## src/hw/rtl/class_pool_allocator_fifo_wait_macros.svh

```systemverilog
// assertion macros for the class pool allocator
// no dependencies; included by the files that check their own logic
`ifndef CLASS_POOL_ALLOCATOR_FIFO_WAIT_MACROS_SVH
`define CLASS_POOL_ALLOCATOR_FIFO_WAIT_MACROS_SVH
`ifndef SYNTHESIS
`define CPAFW_ASSERT_NOW(lbl, clk, rst_n, ante, cons, msg) \
    lbl: assert property (@(posedge clk) disable iff (!(rst_n)) (ante) |-> (cons)) \
        else $error(msg);
`define CPAFW_ASSERT_NEXT(lbl, clk, rst_n, ante, cons, msg) \
    lbl: assert property (@(posedge clk) disable iff (!(rst_n)) (ante) |=> (cons)) \
        else $error(msg);
`else
`define CPAFW_ASSERT_NOW(lbl, clk, rst_n, ante, cons, msg)
`define CPAFW_ASSERT_NEXT(lbl, clk, rst_n, ante, cons, msg)
`endif
`endif

```

## src/hw/rtl/cpafw_pkg.sv

```systemverilog
// types and fixed constants of the class pool allocator
// no dependencies
`timescale 1ns / 1ps

package cpafw_pkg;

    localparam int NUM_REGS  = 5;
    localparam int CFG_IDX_W = 3;
    localparam int CNT_W     = 9;
    localparam int WORD_BITS = 16;
    localparam int WORD_SH   = 4;
    localparam int TKT_W     = 8;
    localparam int RID_W     = 8;

    typedef enum logic [2:0] {
        S_IDLE,
        S_CLEAR,
        S_RANGE,
        S_DECIDE,
        S_SCAN,
        S_QUEUE,
        S_REL_CHK,
        S_HANDOFF
    } t_state;

    typedef enum logic [1:0] {
        KIND_GRANTED  = 2'd0,
        KIND_QUEUED   = 2'd1,
        KIND_RELEASED = 2'd2,
        KIND_REJECTED = 2'd3
    } t_kind;

    typedef struct packed {
        t_kind              kind;
        logic [TKT_W-1:0]   ticket;
        logic [RID_W-1:0]   id;
        logic               last;
    } t_result;

endpackage

```

## src/hw/rtl/cpafw_ram.sv

```systemverilog
// generic simple dual-port ram: one write port, one read port, registered read
// no dependencies
`timescale 1ns / 1ps

module cpafw_ram #(
    parameter int WIDTH = 16,
    parameter int DEPTH = 16,
    localparam int AW = (DEPTH > 1) ? $clog2(DEPTH) : 1
) (
    input  logic             i_clk,
    input  logic             i_we,
    input  logic [AW-1:0]    i_waddr,
    input  logic [WIDTH-1:0] i_wdata,
    input  logic [AW-1:0]    i_raddr,
    output logic [WIDTH-1:0] o_rdata
);

    logic [WIDTH-1:0] r_mem [DEPTH];
    logic [WIDTH-1:0] r_rdata;

    always_ff @(posedge i_clk) begin
        if (i_we) begin
            r_mem[i_waddr] <= i_wdata;
        end
        r_rdata <= r_mem[i_raddr];
    end

    assign o_rdata = r_rdata;

endmodule

```

## src/hw/rtl/class_pool_allocator_fifo_wait.sv

```systemverilog
// top level of the class pool allocator with per-class fifo waiters
// depends on cpafw_pkg, cpafw_ram and class_pool_allocator_fifo_wait_macros.svh
//
//   channel   handshake             payload
//   request   start / busy          i_action i_group_size i_resource_id i_ticket
//   result    o_valid (strobe)      o_kind o_ticket_out o_granted_id o_last
//   config    i_cfg_we              i_cfg_idx i_cfg_data
//
// a request walks the class ranges one class per cycle, takes a decide step, then
// scans the taken map one 16-id word per cycle, and queues when no free id lies in
// the class run; a release walks the ranges, decides, then checks the id (an id
// outside the class run is rejected at decide), plus a handoff grant to a waiter.
// a bad class is rejected without going busy. reset and every write to a register
// index below NUM_REGS start a clearing pass over ceil(POOL_SIZE/16) map words
// (16 by default) with busy high.
// results are one-cycle strobes; the receiver cannot stall.
`timescale 1ns / 1ps
`include "class_pool_allocator_fifo_wait_macros.svh"

module class_pool_allocator_fifo_wait
    import cpafw_pkg::*;
#(
    parameter int POOL_SIZE   = 256,
    parameter int WAIT_DEPTH  = 16,
    parameter int NUM_CLASSES = 5
) (
    input  logic                 i_clk,
    input  logic                 i_rst_n,
    input  logic                 start,
    output logic                 busy,
    input  logic                 i_action,
    input  logic [2:0]           i_group_size,
    input  logic [RID_W-1:0]     i_resource_id,
    input  logic [TKT_W-1:0]     i_ticket,
    output logic                 o_valid,
    output logic [1:0]           o_kind,
    output logic [TKT_W-1:0]     o_ticket_out,
    output logic [RID_W-1:0]     o_granted_id,
    output logic                 o_last,
    input  logic                 i_cfg_we,
    input  logic [CFG_IDX_W-1:0] i_cfg_idx,
    input  logic [CNT_W-1:0]     i_cfg_data
);

    localparam int MAP_WORDS = (POOL_SIZE + WORD_BITS - 1) / WORD_BITS;
    localparam int MW_W      = (MAP_WORDS > 1) ? $clog2(MAP_WORDS) : 1;
    localparam int CW0       = MW_W + WORD_SH + 1;
    localparam int CW        = (CW0 > 9) ? CW0 : 9;
    localparam int BW        = $clog2(POOL_SIZE + 1);
    localparam int RW        = (BW > CNT_W) ? BW : CNT_W;
    localparam int CLW       = (NUM_CLASSES > 1) ? $clog2(NUM_CLASSES) : 1;
    localparam int PW        = (WAIT_DEPTH > 1) ? $clog2(WAIT_DEPTH) : 1;
    localparam int WCW       = $clog2(WAIT_DEPTH + 1);
    localparam int WQ_DEPTH  = NUM_CLASSES * WAIT_DEPTH;
    localparam int WAW       = (WQ_DEPTH > 1) ? $clog2(WQ_DEPTH) : 1;

    function automatic logic [WAW-1:0] wq_addr(input logic [CLW-1:0] c,
                                                input logic [PW-1:0] p);
        return WAW'(32'(c) * WAIT_DEPTH + 32'(p));
    endfunction

    function automatic logic [PW-1:0] ptr_next(input logic [PW-1:0] p);
        return (p == PW'(WAIT_DEPTH - 1)) ? '0 : p + 1'b1;
    endfunction

    // state
    t_state           r_state, n_state;
    logic [CNT_W-1:0] r_cnt [NUM_REGS];
    logic [BW-1:0]    r_tcnt [NUM_CLASSES];
    logic [PW-1:0]    r_whead [NUM_CLASSES];
    logic [PW-1:0]    r_wtail [NUM_CLASSES];
    logic [WCW-1:0]   r_wcnt [NUM_CLASSES];

    // item and sequencer registers
    logic             r_act;
    logic [CLW-1:0]   r_cls;
    logic [RID_W-1:0] r_rid;
    logic [TKT_W-1:0] r_tkt;
    logic [CLW-1:0]   r_idx, n_idx;
    logic [BW-1:0]    r_base, n_base;
    logic [BW-1:0]    r_len, n_len;
    logic [CW-1:0]    r_end, n_end;
    logic [MW_W-1:0]  r_word, n_word;
    logic [MW_W-1:0]  r_clr, n_clr;
    logic             r_ovalid, n_ovalid;
    t_result          r_res, n_res;

    // per-step controls
    logic             clr_all;
    logic             tc_inc, tc_dec, wq_push, wq_pop;
    logic             map_we;
    logic [MW_W-1:0]  map_waddr, map_raddr;
    logic [WORD_BITS-1:0] map_wdata, map_rdata;
    logic             wq_we;
    logic [WAW-1:0]   wq_waddr, wq_raddr;
    logic [TKT_W-1:0] wq_rdata;

    // shared range unit and scan helpers
    logic [BW-1:0]    room;
    logic [RW-1:0]    cnt_sel;
    logic [BW-1:0]    step_len;
    logic [CW-1:0]    end_v, rid_ext, scan_lo, next_lo;
    logic [WORD_BITS-1:0] free_mask;
    logic [WORD_SH-1:0]   hit_j;
    logic             hit;

    assign clr_all = i_cfg_we && (32'(i_cfg_idx) < NUM_REGS);
    assign busy    = (r_state != S_IDLE);

    cpafw_ram #(.WIDTH(WORD_BITS), .DEPTH(MAP_WORDS)) u_map (
        .i_clk   (i_clk),
        .i_we    (map_we),
        .i_waddr (map_waddr),
        .i_wdata (map_wdata),
        .i_raddr (map_raddr),
        .o_rdata (map_rdata)
    );

    cpafw_ram #(.WIDTH(TKT_W), .DEPTH(WQ_DEPTH)) u_waitq (
        .i_clk   (i_clk),
        .i_we    (wq_we),
        .i_waddr (wq_waddr),
        .i_wdata (r_tkt),
        .i_raddr (wq_raddr),
        .o_rdata (wq_rdata)
    );

    // clipped length of the class under the range walk
    always_comb begin
        room     = BW'(POOL_SIZE) - r_base;
        cnt_sel  = (32'(r_idx) < NUM_REGS) ? RW'(r_cnt[CFG_IDX_W'(r_idx)]) : '0;
        step_len = (cnt_sel > RW'(room)) ? room : BW'(cnt_sel);
        end_v    = CW'(r_base) + CW'(r_len);
        rid_ext  = CW'(r_rid);
        scan_lo  = CW'(r_word) << WORD_SH;
        next_lo  = (CW'(r_word) + 1'b1) << WORD_SH;
    end

    // free ids of the current word that lie inside the class run
    always_comb begin
        free_mask = '0;
        hit_j     = '0;
        for (int j = 0; j < WORD_BITS; j++) begin
            free_mask[j] = !map_rdata[j] && (scan_lo + CW'(j) >= CW'(r_base))
                           && (scan_lo + CW'(j) < r_end);
        end
        for (int j = WORD_BITS - 1; j >= 0; j--) begin
            if (free_mask[j]) begin
                hit_j = WORD_SH'(j);
            end
        end
        hit = |free_mask;
    end

    always_comb begin
        n_state   = r_state;
        n_idx     = r_idx;
        n_base    = r_base;
        n_len     = r_len;
        n_end     = r_end;
        n_word    = r_word;
        n_clr     = r_clr;
        n_ovalid  = 1'b0;
        n_res     = r_res;
        tc_inc    = 1'b0;
        tc_dec    = 1'b0;
        wq_push   = 1'b0;
        wq_pop    = 1'b0;
        map_we    = 1'b0;
        map_waddr = r_word;
        map_wdata = map_rdata;
        map_raddr = '0;
        wq_we     = 1'b0;
        wq_waddr  = wq_addr(r_cls, r_wtail[r_cls]);
        wq_raddr  = '0;
        case (r_state)
            S_IDLE: begin
                if (start) begin
                    if (i_group_size == 3'd0 || 32'(i_group_size) > NUM_CLASSES) begin
                        n_ovalid = 1'b1;
                        n_res = '{kind: KIND_REJECTED, ticket: i_ticket,
                                  id: (i_action ? i_resource_id : '0), last: 1'b1};
                    end else begin
                        n_idx   = '0;
                        n_base  = '0;
                        n_state = S_RANGE;
                    end
                end
            end
            S_CLEAR: begin
                map_we    = 1'b1;
                map_waddr = r_clr;
                map_wdata = '0;
                n_clr     = r_clr + 1'b1;
                if (r_clr == MW_W'(MAP_WORDS - 1)) begin
                    n_state = S_IDLE;
                end
            end
            S_RANGE: begin
                if (r_idx == r_cls) begin
                    n_len   = step_len;
                    n_state = S_DECIDE;
                end else begin
                    n_base = r_base + step_len;
                    n_idx  = r_idx + 1'b1;
                end
            end
            S_DECIDE: begin
                n_end = end_v;
                if (!r_act) begin
                    if (r_len == '0) begin
                        n_ovalid = 1'b1;
                        n_res = '{kind: KIND_REJECTED, ticket: r_tkt, id: '0, last: 1'b1};
                        n_state = S_IDLE;
                    end else if (r_tcnt[r_cls] < r_len) begin
                        map_raddr = MW_W'(r_base >> WORD_SH);
                        n_word    = MW_W'(r_base >> WORD_SH);
                        n_state   = S_SCAN;
                    end else begin
                        n_state = S_QUEUE;
                    end
                end else begin
                    if (rid_ext < CW'(r_base) || rid_ext >= end_v) begin
                        n_ovalid = 1'b1;
                        n_res = '{kind: KIND_REJECTED, ticket: r_tkt, id: r_rid, last: 1'b1};
                        n_state = S_IDLE;
                    end else begin
                        map_raddr = MW_W'(rid_ext >> WORD_SH);
                        n_word    = MW_W'(rid_ext >> WORD_SH);
                        n_state   = S_REL_CHK;
                    end
                end
            end
            S_SCAN: begin
                if (hit) begin
                    map_we    = 1'b1;
                    map_wdata = map_rdata | (WORD_BITS'(1) << hit_j);
                    tc_inc    = 1'b1;
                    n_ovalid  = 1'b1;
                    n_res = '{kind: KIND_GRANTED, ticket: r_tkt,
                              id: RID_W'(scan_lo + CW'(hit_j)), last: 1'b1};
                    n_state = S_IDLE;
                end else if (next_lo >= r_end) begin
                    n_state = S_QUEUE;
                end else begin
                    n_word    = r_word + 1'b1;
                    map_raddr = r_word + 1'b1;
                end
            end
            S_QUEUE: begin
                n_ovalid = 1'b1;
                n_state  = S_IDLE;
                if (r_wcnt[r_cls] < WCW'(WAIT_DEPTH)) begin
                    wq_we   = 1'b1;
                    wq_push = 1'b1;
                    n_res = '{kind: KIND_QUEUED, ticket: r_tkt, id: '0, last: 1'b1};
                end else begin
                    n_res = '{kind: KIND_REJECTED, ticket: r_tkt, id: '0, last: 1'b1};
                end
            end
            S_REL_CHK: begin
                n_ovalid = 1'b1;
                n_state  = S_IDLE;
                if (!map_rdata[r_rid[WORD_SH-1:0]]) begin
                    n_res = '{kind: KIND_REJECTED, ticket: r_tkt, id: r_rid, last: 1'b1};
                end else if (r_wcnt[r_cls] != '0) begin
                    // id stays taken and goes to the oldest waiter
                    wq_raddr = wq_addr(r_cls, r_whead[r_cls]);
                    wq_pop   = 1'b1;
                    n_res = '{kind: KIND_RELEASED, ticket: r_tkt, id: r_rid, last: 1'b0};
                    n_state = S_HANDOFF;
                end else begin
                    map_we    = 1'b1;
                    map_wdata = map_rdata & ~(WORD_BITS'(1) << r_rid[WORD_SH-1:0]);
                    tc_dec    = (r_tcnt[r_cls] != '0);
                    n_res = '{kind: KIND_RELEASED, ticket: r_tkt, id: r_rid, last: 1'b1};
                end
            end
            S_HANDOFF: begin
                n_ovalid = 1'b1;
                n_res = '{kind: KIND_GRANTED, ticket: wq_rdata, id: r_rid, last: 1'b1};
                n_state = S_IDLE;
            end
            default: begin
                n_state = S_IDLE;
            end
        endcase
        // a register write moves the ranges: drop everything and sweep the map
        if (clr_all) begin
            n_state  = S_CLEAR;
            n_clr    = '0;
            n_ovalid = 1'b0;
        end
    end

    always_ff @(posedge i_clk) begin
        if (!i_rst_n) begin
            r_state  <= S_CLEAR;
            r_clr    <= '0;
            r_ovalid <= 1'b0;
        end else begin
            r_state  <= n_state;
            r_clr    <= n_clr;
            r_ovalid <= n_ovalid;
        end
    end

    always_ff @(posedge i_clk) begin
        if (!i_rst_n) begin
            for (int i = 0; i < NUM_REGS; i++) begin
                r_cnt[i] <= '0;
            end
        end else if (clr_all) begin
            r_cnt[i_cfg_idx] <= i_cfg_data;
        end
    end

    always_ff @(posedge i_clk) begin
        if (!i_rst_n || clr_all) begin
            for (int c = 0; c < NUM_CLASSES; c++) begin
                r_tcnt[c]  <= '0;
                r_whead[c] <= '0;
                r_wtail[c] <= '0;
                r_wcnt[c]  <= '0;
            end
        end else begin
            if (tc_inc) begin
                r_tcnt[r_cls] <= r_tcnt[r_cls] + 1'b1;
            end
            if (tc_dec) begin
                r_tcnt[r_cls] <= r_tcnt[r_cls] - 1'b1;
            end
            if (wq_push) begin
                r_wtail[r_cls] <= ptr_next(r_wtail[r_cls]);
                r_wcnt[r_cls]  <= r_wcnt[r_cls] + 1'b1;
            end
            if (wq_pop) begin
                r_whead[r_cls] <= ptr_next(r_whead[r_cls]);
                r_wcnt[r_cls]  <= r_wcnt[r_cls] - 1'b1;
            end
        end
    end

    always_ff @(posedge i_clk) begin
        if (r_state == S_IDLE && start) begin
            r_act <= i_action;
            r_cls <= CLW'(i_group_size - 3'd1);
            r_rid <= i_resource_id;
            r_tkt <= i_ticket;
        end
        r_idx  <= n_idx;
        r_base <= n_base;
        r_len  <= n_len;
        r_end  <= n_end;
        r_word <= n_word;
        r_res  <= n_res;
    end

    assign o_valid      = r_ovalid;
    assign o_kind       = r_res.kind;
    assign o_ticket_out = r_res.ticket;
    assign o_granted_id = r_res.id;
    assign o_last       = r_res.last;

    // a non-final result is always the release half of a handoff
    `CPAFW_ASSERT_NEXT(a_handoff_pair, i_clk, i_rst_n, r_ovalid && !r_res.last,
        r_ovalid && r_res.last && r_res.kind == KIND_GRANTED, "handoff grant missing")
    `CPAFW_ASSERT_NOW(a_last_idle, i_clk, i_rst_n, r_ovalid && r_res.last,
        r_state == S_IDLE, "final result while still busy")
    `CPAFW_ASSERT_NOW(a_taken_bound, i_clk, i_rst_n, r_state == S_DECIDE,
        r_tcnt[r_cls] <= r_len, "taken count above class length")
    `CPAFW_ASSERT_NOW(a_wait_bound, i_clk, i_rst_n, r_state == S_QUEUE,
        r_wcnt[r_cls] <= WCW'(WAIT_DEPTH), "wait count above fifo depth")
    `CPAFW_ASSERT_NEXT(a_cfg_clear, i_clk, i_rst_n, clr_all,
        busy && !r_ovalid, "register write did not start clearing")

endmodule
```

## config.mk

```make
export PLATFORM = sky130hd
export DESIGN_NAME = class_pool_allocator_fifo_wait
export DESIGN_NICKNAME = d
export VERILOG_FILES = /design/src/hw/rtl/cpafw_pkg.sv /design/src/hw/rtl/cpafw_ram.sv /design/src/hw/rtl/class_pool_allocator_fifo_wait.sv
export VERILOG_INCLUDE_DIRS = /design/src /design/src/hw/rtl
export SDC_FILE = /design/constraint.sdc
export NUM_CORES = 2
export LEC_CHECK = 0
export BUFFER_PORTS_ARGS = -buffer_cell sky130_fd_sc_hd__buf_2
export CAP_MARGIN = 20
export CORE_MARGIN = 1.5
export CORE_UTILIZATION = 60
export CTS_BUF_LIST = sky130_fd_sc_hd__clkbuf_16
export CTS_CLUSTER_SIZE = 24
export DETAILED_ROUTE_END_ITERATION = 10
export PLACE_DENSITY = 0.76
export SYNTH_ARGS = -nofsm -noshare
export SYNTH_HDL_FRONTEND = slang
export SYNTH_SLANG_ARGS = --single-unit
```

## constraint.sdc

```tcl
create_clock -name i_clk -period 8.1 [get_ports i_clk]
set_input_delay 1.62 -clock i_clk [delete_from_list [all_inputs] [get_ports i_clk]]
set_output_delay 1.62 -clock i_clk [all_outputs]
set_load 0.02 [all_outputs]
```

# Word-level counts from Yosys, hierarchy flattened
# Memories as Yosys holds them, arrays and structs flattened. A register that Yosys moved wholly into a read port is not among the register bits.
# Cells that the tools add are included.
# classes
add_sub_neg	32
bitwise	6
n_lt_le_gt_ge	42
n_shift	2
reduce_logical	77
eq_ne	26
mux	138
# ops
op	count
$ge 9x9->1	16
$lt 9x9->1	16
$mux 19	7
$mux 4	33
$pmux 19 s6	1
$add 8x4->9 const B	8
$mux 3	24
$mux 9	8
$mux 16	3
$pmux 16 s3	1
$mux 1	46
$add 8x3->9 const B	4
$logic_and 1x1->1	34
$shl 1x4->16 const A	2
$mux 7	3
$pmux 3 s7	1
$add 8x2->9 const B	2
$add 9x9->9	2
$ge 8x9->1	2
$lt 8x9->1	2
$mux 18	1
$ne 2x2->1 const B	9
$ne 3x3->1 const B	6
$pmux 9 s2	1
other kinds (53)	91
# totals
memories	7
wordCells	346
ramBits	1051
inputBits	36
ff_bits	81
# mem_list
name	words	width	rd	rd_ports_with_merged_regs	write_ports	line	text
u_waitq.r_mem	80	8	1	1	1	cpafw_ram.sv:18	logic [WIDTH-1:0] r_mem [DEPTH];
u_map.r_mem	16	16	1	1	1	cpafw_ram.sv:18	
r_cnt	5	9	1	1	5	class_pool_allocator_fifo_wait.sv:68	logic [CNT_W-1:0] r_cnt [NUM_REGS];
r_tcnt	5	9	1	1	5	class_pool_allocator_fifo_wait.sv:69	logic [BW-1:0] r_tcnt [NUM_CLASSES];
r_wcnt	5	5	1	1	5	class_pool_allocator_fifo_wait.sv:72	logic [WCW-1:0] r_wcnt [NUM_CLASSES];
r_whead	5	4	1	1	5	class_pool_allocator_fifo_wait.sv:70	logic [PW-1:0] r_whead [NUM_CLASSES];
+1 memories	--	--	--	--	--	--	

# Depth between registers and ports, before layout
# logic_depth
ltp_word	24
depth_mapped	29
mapped_depth_nobuf	27

# Modules after synthesis
# A second synthesis with hierarchy kept.
# hier_totals
hier_cells	3057
area_unflattened_um2	53537.6
# modules_own_cells
mod	cells_each	n_inst	seq_area_each_um2	area_per_inst_um2
cpafw_ram at u_waitq	1112	1	19378.6	24902.6
class_pool_allocator_fifo_wait	1513	1	9919.5	18592.8
cpafw_ram at u_map	432	1	8007.7	10042.1

# Worst setup path after synthesis
# Ideal clock, no wire load.
# synth_timing
path_type	reg2reg
startpoint	reg (tool-made name)
endpoint	reg r_base[8], data pin
setup_ns	0.268
t_required_ns	7.832
stages_incl_launch_ff	30
t_arrival_ns	5.755
setup_slack_ns	2.077
cell_sequence	dfxtp_1 > clkbuf_1 > buf_1 > mux4_2 > mux2i_1 > or2_2 > inv_1 > ha_1 > o21a_1 > o21a_1 > o21a_1 > o21a_1 > o21a_1 > o21a_1 > o21ai_0 > a21oi_1 > mux2i_1 > ha_1 > inv_1 > fa_1 > nor2b_1 > o21ai_0 > a21boi_0 > o21ai_0 > nand2b_1 > a21o_1 > a21oi_1 > xnor2_1 > o31ai_1 > nor3b_1
# synth_lines
element	line	text
end signal, assigned	class_pool_allocator_fifo_wait.sv:352	r_base <= n_base;
end, declared	class_pool_allocator_fifo_wait.sv:80	logic [BW-1:0] r_base, n_base;

==> metrics.txt <==
status=finished, final reports clean; pre-CTS setup slack=1790 ps; Post-Syn Instances=4010; worst path cell trace=buf_4, mux4_2, mux2i_1, inv_1, ha_1, o21a_1, o221a_1, a211o_1, nor3_2, a31o_4, nor2_4, buf_4, mux2_4, a2111o_1, or4_1; met2 WL=roughly 64 mm; DRT antenna net count=0; sequential fraction of the synthesis area=0.682; Critical Path End Type=register; Hold Vio Cnt, Final=0; clock sink count=1255; Final Cycle Share=0.779; fraction of layout cells with a size suffix above 1=0.117; Fin Clk Skew=slightly below 40 ps; clock transition at the registers of the reported paths=roughly 70 ps; largest net degree at the start of global routing=157; Top Layer Used=met5; CTS Hold Bufs=0; min Tclk post-route=6310 ps; die area=0.0930 mm²; Synth Warn #=0; power per cell area=between 200 and 250 mW/mm²; Area Overhead vs Synth=10.5%; chip width=approximately 300 µm; Slew HR=0.222; setup ws final=1790 ps; Req. time, crit path=a little under 9000 ps; CTS H-tree depth=3; initial antenna violation count=12; PostCTS Resize Cnt=0; Die Ht=305 µm; postcts setup bufs=0; Placer Congestion=between 0.9 and 1; hold depth=2; RSZ-0062 raised after global routing=false; Primary FF master, synth=edfxtp_1; WP data arrival=6880 ps; CTS tree=yes; aggregate global routing overflow=0; Critical Path Most Common Cell=buf_4; routed wl met3=16.8 mm; final std cells w/o fill=between 5000 and 6000; post-synthesis cell type count=106; first-pass GRT wire length=211 mm; Root Buffer=clkbuf_16; async set-reset flop share out of synthesis=0; number of max-cap violations=0; routed wire length=142 mm; Post-Syn Area=roughly 0.055 mm²; Final Setup Violations=0; Slew @ Worst Pin=1160 ps; CP max-delay cell=dfxtp_2; IO Count=57; Synth top area share=0.668; hold crit path type=reg -> reg; Skew-Pair Late Insertion Delay=720 ps; R2R cell count=15; worst setup path class=reg -> reg; Final HPWL DP=about 89 mm; number of fill cells=around 6200; aggregate global-route resource usage=0.303; Slew Limit Fails=0; vias per inst=6.62; maximum clock rate=158 MHz; Initial DRC Count=5215; drt wl/cell=26.3 µm; Site Rows=110; TNS Setup=0 ps; clock buffer depth=3; total CTS buffers=~120; Leakage=21.6 nW; met1 wire length=roughly 56 mm; CP Max Fanout=49; vias after detailed routing=35566; Yosys top cell by area=edfxtp_1; Reg area=~0.037 mm²; CORE AREA=about 0.09 mm²; Initial Utilization=0.607; Final #Nets=about 4200; Inst Count DP=5138; Avg Cell Area, Syn=13.6 µm²; r2r setup slk=around 1800 ps; number of global-route vias before repair=33949; hold path startpoint=r_clr[1]; crit-path max cell delay=850 ps; EDFF count, synth=1217; flops & latches, synth=1255; Max VDD drop=around 0.00026 V; hold path endpoint=r_clr[1]; DRC Markers=0; Area contributors post-synth=edfxtp_1, nand2_1, mux2i_1; PortBufs=56; CP Launch Type=register; reg-to-reg endpoint=u_map.o_rdata[12]; first-pass iteration count of the detailed router=6; area occupied by multi-input gates=0.0163 mm²
## where the power goes
group	leakage [nW]	switching (mW)	internal (mW)
Clock	1.99	2.41	3.06
Combinational	7.70	0.142	0.0805
Sequential	11.9	0.0452	7.12
Total	21.6	2.60	10.3
## per-stage QoR
stage / utilization / total power [mW] / area (µm²) / hold WS (ps)
floorplan: - / 7.41 / 54800 / 478
global placement: 0.626 / 7.51 / 56400 / 498
detailed placement: 0.627 / 7.52 / 56500 / 499
CTS: 0.669 / 12.9 / 60300 / 509
global route: 0.670 / 13.1 / 60400 / 558
finish: 0.670 / 12.9 / 60400 / 512
## state kept, by name (all words and copies together), names as in the netlist, 3 cells and up, named ones only
| register | flops |
|---|---|
| r_cnt | 72 |
| r_rid | 8 |
| r_word | 4 |
| u_waitq.r_mem | 640 |
| u_waitq.o_rdata | 8 |
| o_granted_id | 8 |
| r_len | 9 |
| r_cls | 3 |
| r_idx | 3 |
| r_wcnt | 40 |
| r_wtail | 32 |
| r_end | 9 |
| r_tkt | 8 |
| r_whead | 32 |
| r_tcnt | 72 |
| o_ticket_out | 8 |
| r_state | 3 |
| r_clr | 4 |
| u_map.r_mem | 256 |
| r_base | 9 |
| u_map.o_rdata | 16 |
## area by class of cell
| type | instances | share of cell area |
|---|---|---|
| inverters | 102 | 0.00634 |
| well taps | 1176 | 0.0243 |
| clock buffers | 121 | 0.0501 |
| repair buffers | 153 | 0.0179 |
| multi-input cells | 2459 | 0.270 |
| clock inverters | 105 | 0.0136 |
| diodes | 4 | 0.000166 |
| flip-flops and latches | 1255 | 0.617 |
## cells in the mapped netlist, types with 19 or more instances
| cell type | number |
|---|---|
| o22ai_1 | 20 |
| ha_1 | 82 |
| and2_1 | 68 |
| nor4_1 | 30 |
| nor3_1 | 49 |
| mux2_2 | 32 |
| o221ai_1 | 30 |
| nor2_1 | 315 |
| a31oi_1 | 48 |
| and3_1 | 27 |
| nand2_1 | 524 |
| o21ai_0 | 153 |
| clkbuf_1 | 161 |
| buf_2 | 32 |
| a211oi_1 | 64 |
| inv_1 | 96 |
| mux2i_1 | 169 |
| a21o_1 | 19 |
| xnor2_1 | 30 |
| dfxtp_1 | 38 |
| a221oi_1 | 51 |
| a21oi_1 | 223 |
| mux4_2 | 67 |
| nand3_1 | 105 |
| edfxtp_1 | 1217 |
| nand4_1 | 19 |
## metal layers
metal  track usage  vias to the layer above
met5             0                        -
li1              -                    15469
met2         0.457                     2234
met1         0.440                    17557
met4         0.104                       12
met3        0.0659                      294
## kinds of logic after synthesis
kind of cell / Yosys count / share of synthesized area
xor gates and xnor gates: 44 / 0.00705
adders and majority gates: 86 / 0.0202
buffers and inverters: 322 / 0.0238
muxes: 273 / 0.0665
AOI/OAI and AO/OA: 793 / 0.0981
DFF: 1255 / 0.682
and+or+nand+nor: 1236 / 0.102
other: 1 / 0.0000686
## cell usage in the layout (no fill, tap or decap), drive strengths merged, types with 37 or more instances in the layout
cell type / instances
a211oi: 65
a21oi: 225
a221oi: 52
a31oi: 48
and2: 69
buf: 153
clkbuf: 121
clkinv: 59
dfxtp: 38
edfxtp: 1217
ha: 82
inv: 131
mux2: 37
mux2i: 169
mux4: 67
nand2: 524
nand3: 105
nor2: 316
nor3: 52
o21ai: 162
## critical path, delay by kind of cell (launching register included)
family                   cells  cell delay (ps)
AND/OR/NAND/NOR              3             1080
adder cells (fa/ha/maj)      1              300
AO/OA/AOI/OAI                5             1750
buffers and inverters        3              910
flip-flops                   1              850
multiplexers                 3             1210
## worst max-delay path by stage
stage / startpoint / end / slack, ps / cells past startpoint
after floorplan: register / r_base[8] / 2080 / 29
after global placement: register / u_map.o_rdata[12] / 2020 / 15
after detailed placement: register / u_map.o_rdata[8] / 1790 / 15
after CTS: register / u_map.o_rdata[12] / 1760 / 15
after global routing: register / r_base[8] / 1360 / 26
final: register / u_map.o_rdata[12] / 1790 / 15
No activity file was read; power rests on OpenSTA's default activity.
